===== src/rtl/jgr_pkg.sv =====
// Shared constants, codes and controller-to-datapath types for the grid relaxation block.
package jgr_pkg;

  localparam int INTERIOR_SIZE = 32;
  localparam int GRID_DIM      = INTERIOR_SIZE + 2;
  localparam int GRID_CELLS    = GRID_DIM * GRID_DIM;
  localparam int ADDR_W        = $clog2(GRID_CELLS);
  localparam int POS_W         = $clog2(GRID_DIM);
  localparam int DATA_W        = 16;
  localparam int SUM_W         = DATA_W + 2;
  localparam int ROW_W         = 6;
  localparam int OP_W          = 2;
  localparam int CNT_W         = 16;
  localparam int CFG_IDX_W     = 1;
  localparam int CFG_DATA_W    = 16;
  localparam int FIRST_CELL    = GRID_DIM + 1;
  localparam int LAST_CELL     = INTERIOR_SIZE * GRID_DIM + INTERIOR_SIZE;

  localparam logic [DATA_W-1:0] TOL_RESET        = 16'd197;
  localparam logic [CNT_W-1:0]  MAX_SWEEPS_RESET = 16'hFFFF;

  typedef enum logic [OP_W-1:0] {
    OP_WRITE = 2'd0,
    OP_RUN   = 2'd1,
    OP_READ  = 2'd2
  } op_t;

  typedef enum logic [CFG_IDX_W-1:0] {
    REG_TOLERANCE  = 1'b0,
    REG_MAX_SWEEPS = 1'b1
  } cfg_reg_t;

  typedef enum logic [2:0] {
    ADDR_HOST,
    ADDR_UP,
    ADDR_DOWN,
    ADDR_LEFT,
    ADDR_RIGHT,
    ADDR_CENTER
  } addr_sel_t;

  typedef enum logic [1:0] {
    ST_IDLE,
    ST_READ,
    ST_CELL,
    ST_SWEEP_END
  } state_t;

  typedef enum logic [2:0] {
    STEP_UP,
    STEP_DOWN,
    STEP_LEFT,
    STEP_RIGHT,
    STEP_CENTER,
    STEP_WRITE
  } cell_step_t;

  typedef struct packed {
    logic      host_write;
    addr_sel_t rd_sel;
    logic      sum_load;
    logic      sum_add;
    logic      cell_write;
    logic      cell_next;
    logic      run_init;
    logic      sweep_end;
    logic      emit_zero;
    logic      emit_read;
    logic      emit_run;
  } dp_cmd_t;

  typedef struct packed {
    logic last_cell;
    logic run_done;
  } dp_stat_t;

endpackage


===== src/rtl/jgr_ctrl.sv =====
// Controller state machine that sequences items, cell visits and sweeps.
module jgr_ctrl (
  input  logic                       clk,
  input  logic                       rst_n,
  input  logic                       start,
  input  logic [jgr_pkg::OP_W-1:0]   in_op,
  input  jgr_pkg::dp_stat_t          stat,
  output jgr_pkg::dp_cmd_t           cmd,
  output logic                       busy
);

  jgr_pkg::state_t     state_r, state_nxt;
  jgr_pkg::cell_step_t step_r, step_nxt;

  always_ff @(posedge clk) begin
    if (!rst_n) begin
      state_r <= jgr_pkg::ST_IDLE;
      step_r  <= jgr_pkg::STEP_UP;
    end else begin
      state_r <= state_nxt;
      step_r  <= step_nxt;
    end
  end

  assign busy = (state_r != jgr_pkg::ST_IDLE);

  always_comb begin
    state_nxt  = state_r;
    step_nxt   = step_r;
    cmd        = '0;
    cmd.rd_sel = jgr_pkg::ADDR_HOST;
    case (state_r)
      jgr_pkg::ST_IDLE: begin
        if (start) begin
          case (in_op)
            jgr_pkg::OP_WRITE: begin
              cmd.host_write = 1'b1;
              cmd.emit_zero  = 1'b1;
            end
            jgr_pkg::OP_RUN: begin
              cmd.run_init = 1'b1;
              step_nxt     = jgr_pkg::STEP_UP;
              state_nxt    = jgr_pkg::ST_CELL;
            end
            jgr_pkg::OP_READ: begin
              // The host address is on the read port now; data is back next cycle.
              state_nxt = jgr_pkg::ST_READ;
            end
            default: begin
              cmd.emit_zero = 1'b1;
            end
          endcase
        end
      end
      jgr_pkg::ST_READ: begin
        cmd.emit_read = 1'b1;
        state_nxt     = jgr_pkg::ST_IDLE;
      end
      jgr_pkg::ST_CELL: begin
        // UP-CENTER each issue a read; DOWN-WRITE consume the word the prior step read.
        case (step_r)
          jgr_pkg::STEP_UP: begin
            cmd.rd_sel = jgr_pkg::ADDR_UP;
            step_nxt   = jgr_pkg::STEP_DOWN;
          end
          jgr_pkg::STEP_DOWN: begin
            cmd.rd_sel   = jgr_pkg::ADDR_DOWN;
            cmd.sum_load = 1'b1;
            step_nxt     = jgr_pkg::STEP_LEFT;
          end
          jgr_pkg::STEP_LEFT: begin
            cmd.rd_sel  = jgr_pkg::ADDR_LEFT;
            cmd.sum_add = 1'b1;
            step_nxt    = jgr_pkg::STEP_RIGHT;
          end
          jgr_pkg::STEP_RIGHT: begin
            cmd.rd_sel  = jgr_pkg::ADDR_RIGHT;
            cmd.sum_add = 1'b1;
            step_nxt    = jgr_pkg::STEP_CENTER;
          end
          jgr_pkg::STEP_CENTER: begin
            cmd.rd_sel  = jgr_pkg::ADDR_CENTER;
            cmd.sum_add = 1'b1;
            step_nxt    = jgr_pkg::STEP_WRITE;
          end
          jgr_pkg::STEP_WRITE: begin
            cmd.cell_write = 1'b1;
            step_nxt       = jgr_pkg::STEP_UP;
            if (stat.last_cell) begin
              state_nxt = jgr_pkg::ST_SWEEP_END;
            end else begin
              cmd.cell_next = 1'b1;
            end
          end
          default: begin
            step_nxt = jgr_pkg::STEP_UP;
          end
        endcase
      end
      jgr_pkg::ST_SWEEP_END: begin
        cmd.sweep_end = 1'b1;
        if (stat.run_done) begin
          cmd.emit_run = 1'b1;
          state_nxt    = jgr_pkg::ST_IDLE;
        end else begin
          step_nxt  = jgr_pkg::STEP_UP;
          state_nxt = jgr_pkg::ST_CELL;
        end
      end
      default: begin
        state_nxt = jgr_pkg::ST_IDLE;
      end
    endcase
  end

endmodule


===== config.mk =====
export PLATFORM = sky130hd
export DESIGN_NAME = jgr_ctrl
export DESIGN_NICKNAME = d
export VERILOG_FILES = /design/src/rtl/jgr_pkg.sv /design/src/rtl/jgr_ctrl.sv
export SDC_FILE = /design/constraint.sdc
export NUM_CORES = 1
export LEC_CHECK = 0
export BUFFER_PORTS_ARGS = -buffer_cell sky130_fd_sc_hd__buf_4
export CAP_MARGIN = 20
export CORE_AREA = 5 5 42 44
export DETAILED_ROUTE_END_ITERATION = 8
export DIE_AREA = 0 0 47 49
export PLACE_DENSITY = 0.73
export SYNTH_ARGS = -nofsm -noshare
export SYNTH_HDL_FRONTEND = slang
export SYNTH_SLANG_ARGS = --single-unit

===== constraint.sdc =====
create_clock -name clk -period 3 [get_ports clk]
set_input_delay 0.6 -clock clk [delete_from_list [all_inputs] [get_ports clk]]
set_output_delay 0.6 -clock clk [all_outputs]
set_load 0.02 [all_outputs]

# [Word level (Yosys, flattened, before mapping)]
# Index checks and enable logic that the tools add are counted.
[totals] output_inout_bits=14 inputBits=7 elab_cells=56 reg_bits=5
[classes] eq_ne=16 reduce_logical=9 n_mux=29
[ops] operator="1-bit two-way mux" n=16
[ops] operator="3-bit one-hot mux with 5 select lines" n=1
[ops] operator="2-bit two-way mux" n=5
[ops] operator="3-bit two-way mux" n=3
[ops] operator="3-bit one-hot mux with 3 select lines" n=1
[ops] operator="2-bit inequality test (second input constant)" n=4
[ops] operator="2-bit one-hot mux with 4 select lines" n=1
[ops] operator="4-bit AND reduction" n=2
[ops] operator="7-bit two-way mux" n=1
[ops] operator="2-bit == test (second input constant)" n=3
[ops] operator="3-bit by 2-bit == test with 1-bit output (second input constant)" n=2
[ops] operator="3-bit == test (second input constant)" n=2
[ops] operator="2-bit by 1-bit == test with 1-bit output (second input constant)" n=2
[ops] operator="2-bit zero test" n=2
[ops] operator="2-bit one-hot mux with 2 select lines" n=1
[ops] operator="3-bit by 1-bit == test with 1-bit output (second input constant)" n=1
[ops] operator="3-bit zero test" n=1
[ops] operator="3-bit by 1-bit inequality test with 1-bit output (second input constant)" n=1
[ops] operator="3-bit nonzero test" n=1
[ops] operator="3-bit OR reduction" n=1
[ops] operator="2-bit by 1-bit inequality test with 1-bit output (second input constant)" n=1
[ops] operator="2-bit nonzero test" n=1
[ops] operator="2-bit OR reduction" n=1

# [Longest topological paths before layout]
[depth] depth_word=5 mapped_depth=5 mapped_depth_nobuf=5

# [Worst setup path before layout]
# OpenSTA, ideal clock, no wires.
[synth_path] path_kind="input-to-output" startpoint="input port in_op[0] in the netlist's numbering" endpoint="output port cmd[2] in the netlist's numbering" slack_ns=1.188 arrival_ns=1.212 path_buffers=0 path_stages=3 required_ns=2.400 path_cell_list="inv_1 > ha_1 > nor2_1"
[synth_lines] element="start: declaration" line_no="jgr_ctrl.sv:6" rtl="input logic [jgr_pkg::OP_W-1:0] in_op,"
[synth_lines] element="end: declaration" line_no="jgr_ctrl.sv:8" rtl="output jgr_pkg::dp_cmd_t cmd,"

==> impl_results.html <==
<table>
<tr><th>Metric</th><th>Value</th></tr>
<tr><th colspan="2">Clock tree</th></tr>
<tr><td>Insertion delay to the later sink of the worst-skew pair</td><td>0.25 ns</td></tr>
<tr><td>Post-CTS setup buffers</td><td>0</td></tr>
<tr><td>Master cell of the clock root buffer</td><td>sky130_fd_sc_hd__clkbuf_4</td></tr>
<tr><td>Max Buffers Root-to-Sink</td><td>2</td></tr>
<tr><td>Number of buffers added by the clock tree synthesis step</td><td>3</td></tr>
<tr><td>Clock net sink count</td><td>5</td></tr>
<tr><td>Clock Pin Slew Worst Setup and Hold Paths</td><td>about 0.05 ns</td></tr>
<tr><td>Hold Buf Count CTS</td><td>0</td></tr>
<tr><td>CTS-repair resized insts</td><td>0</td></tr>
<tr><td>CTS tree</td><td>yes</td></tr>
<tr><td>Deepest level of the CTS H-tree</td><td>1</td></tr>
<tr><th colspan="2">GRT</th></tr>
<tr><td>Pin count of the biggest net entering global routing</td><td>12</td></tr>
<tr><td>First-pass GRT wire length</td><td>1860 microns</td></tr>
<tr><td>Antenna violations before repair</td><td>0</td></tr>
<tr><td>Gr usage total</td><td>10.6%</td></tr>
<tr><td>Number of global-route vias before repair</td><td>404</td></tr>
<tr><td>Congestion Overflow GR</td><td>0</td></tr>
<tr><th colspan="2">Timing</th></tr>
<tr><td>Post-Route Skew</td><td>0.00557 ns</td></tr>
<tr><td>Final worst-path cycle share</td><td>69.6%</td></tr>
<tr><td>RSZ-0062 raised after global routing</td><td>false</td></tr>
<tr><td>Normalized max-slew margin</td><td>73.7%</td></tr>
<tr><td>Max-slew violation count</td><td>0</td></tr>
<tr><td>Final worst slack</td><td>0.912 ns</td></tr>
<tr><td>Post-route setup TNS</td><td>0 ns</td></tr>
<tr><td>Setup Viol. Count Final</td><td>0</td></tr>
<tr><td>Actual slew at the worst max-slew pin</td><td>0.394 ns</td></tr>
<tr><td>Hold Vio Cnt, Final</td><td>0</td></tr>
<tr><td>Peak clock frequency supported by timing</td><td>~480 MHz</td></tr>
<tr><td>Min Clock Period, post-route</td><td>2.09 ns</td></tr>
<tr><th colspan="2">Setup path</th></tr>
<tr><td>Longest individual stage delay on the worst path</td><td>0.42 ns</td></tr>
<tr><td>Critical path fanouts, max</td><td>11</td></tr>
<tr><td>Nature of the critical path endpoint</td><td>output pin</td></tr>
<tr><td>Worst path cell trace</td><td>nand2b_2 &gt; or2_1 &gt; nor2_1 &gt; buf_4</td></tr>
<tr><td>CP Data Arrival Time</td><td>1.49 ns</td></tr>
<tr><td>Master of the slowest instance on the critical path</td><td>sky130_fd_sc_hd__dfxtp_1</td></tr>
<tr><td>Req. time, crit path</td><td>2.40 ns</td></tr>
<tr><td>Type of element launching the critical path</td><td>flop</td></tr>
<tr><td>Startpoint-to-endpoint class of the critical path</td><td>reg2out</td></tr>
<tr><th colspan="2">Placement</th></tr>
<tr><td># placed instances</td><td>90</td></tr>
<tr><td>Routability-driven placement congestion ratio</td><td>0.742</td></tr>
<tr><td>Number of input and output port buffers inserted</td><td>20</td></tr>
<tr><td>Worst slack at placement</td><td>1.13 ns</td></tr>
<tr><td>HPWL after detailed placement</td><td>about 840 microns</td></tr>
<tr><th colspan="2">Yosys</th></tr>
<tr><td>Gate Count Post-Synth</td><td>59</td></tr>
<tr><td>Avg Inst Size Synth</td><td>8.19 sq um</td></tr>
<tr><td>Fraction of synthesis flops using an asynchronous set or reset pin</td><td>0%</td></tr>
<tr><td>Post-synth EDFFs</td><td>0</td></tr>
<tr><td>Adder-Cell Fraction of Synth Area</td><td>between 7 and 8%</td></tr>
<tr><td>Area share of the largest cell type after synthesis</td><td>between 20% and 30%</td></tr>
<tr><td>Most instantiated library cell after synthesis</td><td>sky130_fd_sc_hd__nand2_1</td></tr>
<tr><td>YS warnings</td><td>0</td></tr>
<tr><td>Dominant cells by area after synthesis</td><td>sky130_fd_sc_hd__dfxtp_1 21%, sky130_fd_sc_hd__ha_1 7.8%, sky130_fd_sc_hd__nand2_1 5.4%</td></tr>
<tr><td>Netlist Area Pre-Place</td><td>483 sq um</td></tr>
<tr><td>Nets in the synthesized netlist</td><td>69</td></tr>
<tr><td>Share of the synthesized area in compound gates (AO/OA/AOI/OAI)</td><td>24.1%</td></tr>
<tr><td>Share of synthesized area occupied by flip-flops and latches</td><td>20.7%</td></tr>
<tr><td>Leading post-synthesis cells by instance count</td><td>7 x sky130_fd_sc_hd__nand2_1, 6 x sky130_fd_sc_hd__nor2_1, 5 x sky130_fd_sc_hd__dfxtp_1</td></tr>
<tr><td>Mux share of post-synthesis cell area</td><td>~2.1%</td></tr>
<tr><td>Fraction of synthesized cell area in xor and xnor cells</td><td>0%</td></tr>
<tr><td>Register bit count reported by yosys</td><td>5</td></tr>
<tr><td>Netlist cell types</td><td>32</td></tr>
<tr><td>Top_reg_cell synth</td><td>sky130_fd_sc_hd__dfxtp_1</td></tr>
<tr><td>Synthesized-area fraction occupied by and/or/nand/nor cells</td><td>37.0%</td></tr>
<tr><td>Largest area contributor in the netlist</td><td>sky130_fd_sc_hd__dfxtp_1</td></tr>
<tr><td>Largest family of logic cells by synthesized area</td><td>simple AND/OR/NAND/NOR gates</td></tr>
<tr><th colspan="2">Die</th></tr>
<tr><td>Standard-cell rows</td><td>14</td></tr>
<tr><td>Die area</td><td>about 2300 sq um</td></tr>
<tr><td>Number of ports placed on the die boundary</td><td>21</td></tr>
<tr><td>Total core area</td><td>1400 sq um</td></tr>
<tr><td>Chip Height</td><td>49 microns</td></tr>
<tr><td>DIE WIDTH</td><td>47 microns</td></tr>
<tr><td>Effective utilization at floorplan</td><td>around 34%</td></tr>
<tr><th colspan="2">Outcome</th></tr>
<tr><td>Result of the run</td><td>completed</td></tr>
<tr><th colspan="2">Detailed routing</th></tr>
<tr><td>Number of vias in the routed layout</td><td>458</td></tr>
<tr><td>Average wire per standard cell</td><td>11.8 microns</td></tr>
<tr><td>DRC violations left</td><td>0</td></tr>
<tr><td>Number of nets still failing antenna checks after routing</td><td>0</td></tr>
<tr><td>Drt initial violations</td><td>7</td></tr>
<tr><td>Number of detailed-route iterations in the first pass</td><td>4</td></tr>
<tr><td>Total wirelength of the detailed-routed design</td><td>1110 microns</td></tr>
<tr><td>Via density per instance</td><td>4.87</td></tr>
<tr><th colspan="2">Worst hold path</th></tr>
<tr><td>Type of the most critical hold path</td><td>reg2reg</td></tr>
<tr><th colspan="2">Layout</th></tr>
<tr><td>Post-Layout Cell Count</td><td>94</td></tr>
<tr><td>Share of cells above drive strength 1</td><td>42.3%</td></tr>
<tr><td>Final core utilization</td><td>46.4%</td></tr>
<tr><td>Final net count</td><td>89</td></tr>
<tr><td>Ant diodes</td><td>0</td></tr>
<tr><td>Area growth from synthesis to layout</td><td>34.7%</td></tr>
<tr><th colspan="2">Flow run</th></tr>
<tr><td>Max Cap Violations</td><td>0</td></tr>
<tr><th colspan="2">Power and ir drop</th></tr>
<tr><td>Static power due to leakage</td><td>0.304 nW</td></tr>
<tr><td>Power density of the placed cells</td><td>301 nW/um^2</td></tr>
<tr><td>VDD IR max</td><td>0.183 mV</td></tr>
</table>
==> registers in the layout (all words and copies together) (netlist names) <==
name     flops
step_r       3
state_r      2
==> cells by family (layout without fill, tap and decap cells) <==
family	Yosys count	count (layout)
buffers and inverters	8	27
flip-flops	5	5
multiplexers	1	1
AO/OA/AOI/OAI	11	11
adder cells (fa/ha/maj)	3	3
AND/OR/NAND/NOR	31	31
==> worst paths after layout <==
kind                            from  cells past startpoint                      to  slack [ns]
min reg2reg   step_r[0]$_SDFFE_PN0P_                      2  step_r[0]$_SDFFE_PN0P_        0.62
max          state_r[0]$_SDFFE_PN0P_                      4                  cmd[8]        0.91
max reg2reg  state_r[0]$_SDFFE_PN0P_                      3  step_r[2]$_SDFFE_PN0P_        1.81
min           step_r[0]$_SDFFE_PN0P_                      2  step_r[0]$_SDFFE_PN0P_        0.62
==> worst max-delay path: cells and delay by family, from the launching register on <==
kind	cells	cell delay (ns)
and+or+nand+nor	3	0.67
DFF	1	0.42
buffers and inverters	1	0.15
==> cell usage in the layout, fill, tap and decap left out, types with 2 or more instances in the layout <==
cell type and instances:
sky130_fd_sc_hd__nor3_1 2, sky130_fd_sc_hd__buf_4 20, sky130_fd_sc_hd__nand2_1 7, sky130_fd_sc_hd__inv_1 3
sky130_fd_sc_hd__and3_1 2, sky130_fd_sc_hd__nor2_1 6, sky130_fd_sc_hd__nor2b_1 2, sky130_fd_sc_hd__nand3_1 3
sky130_fd_sc_hd__dfxtp_1 5, sky130_fd_sc_hd__clkbuf_4 3, sky130_fd_sc_hd__o21a_1 2, sky130_fd_sc_hd__ha_1 3
==> metrics by stage <==
step | hold WS, ns | instance area, sq um | total power [mW]
after floorplan | 0.590 | 483 | 0.0999
after global placement | 0.601 | 624 | 0.116
after detailed placement | 0.618 | 624 | 0.117
after CTS | 0.623 | 651 | 0.197
after global routing | 0.634 | 651 | 0.210
final | 0.623 | 651 | 0.196
==> per-layer routing <==
metal / wire length, microns / vias up / GRT usage (%)
li1: - / 242 / -
met1: 473 / 199 / 14.5
met2: 528 / 17 / 15.8
met3: 104 / 0 / 3.32
met4: 0 / 0 / 2.76
met5: 0 / - / 0
==> area by class of cell <==
type | instances | area, sq um
Fill cell | 154 | 751
Multi-Input combinational cell | 46 | 343
Sequential cell | 5 | 100
Inverter | 3 | 11.3
Clock buffer | 4 | 26.3
Timing Repair Buffer | 20 | 150
Tap cell | 16 | 20.0
==> where the power goes <==
part	internal (mW)	switching, mW	total (mW)	leakage (nW)
sequential	0.0684	0.00491	0.0733	0.0405
combinational	0.0200	0.0219	0.0419	0.249
clock	0.0505	0.0304	0.0809	0.0150
No activity file was read; power rests on OpenSTA's default activity.
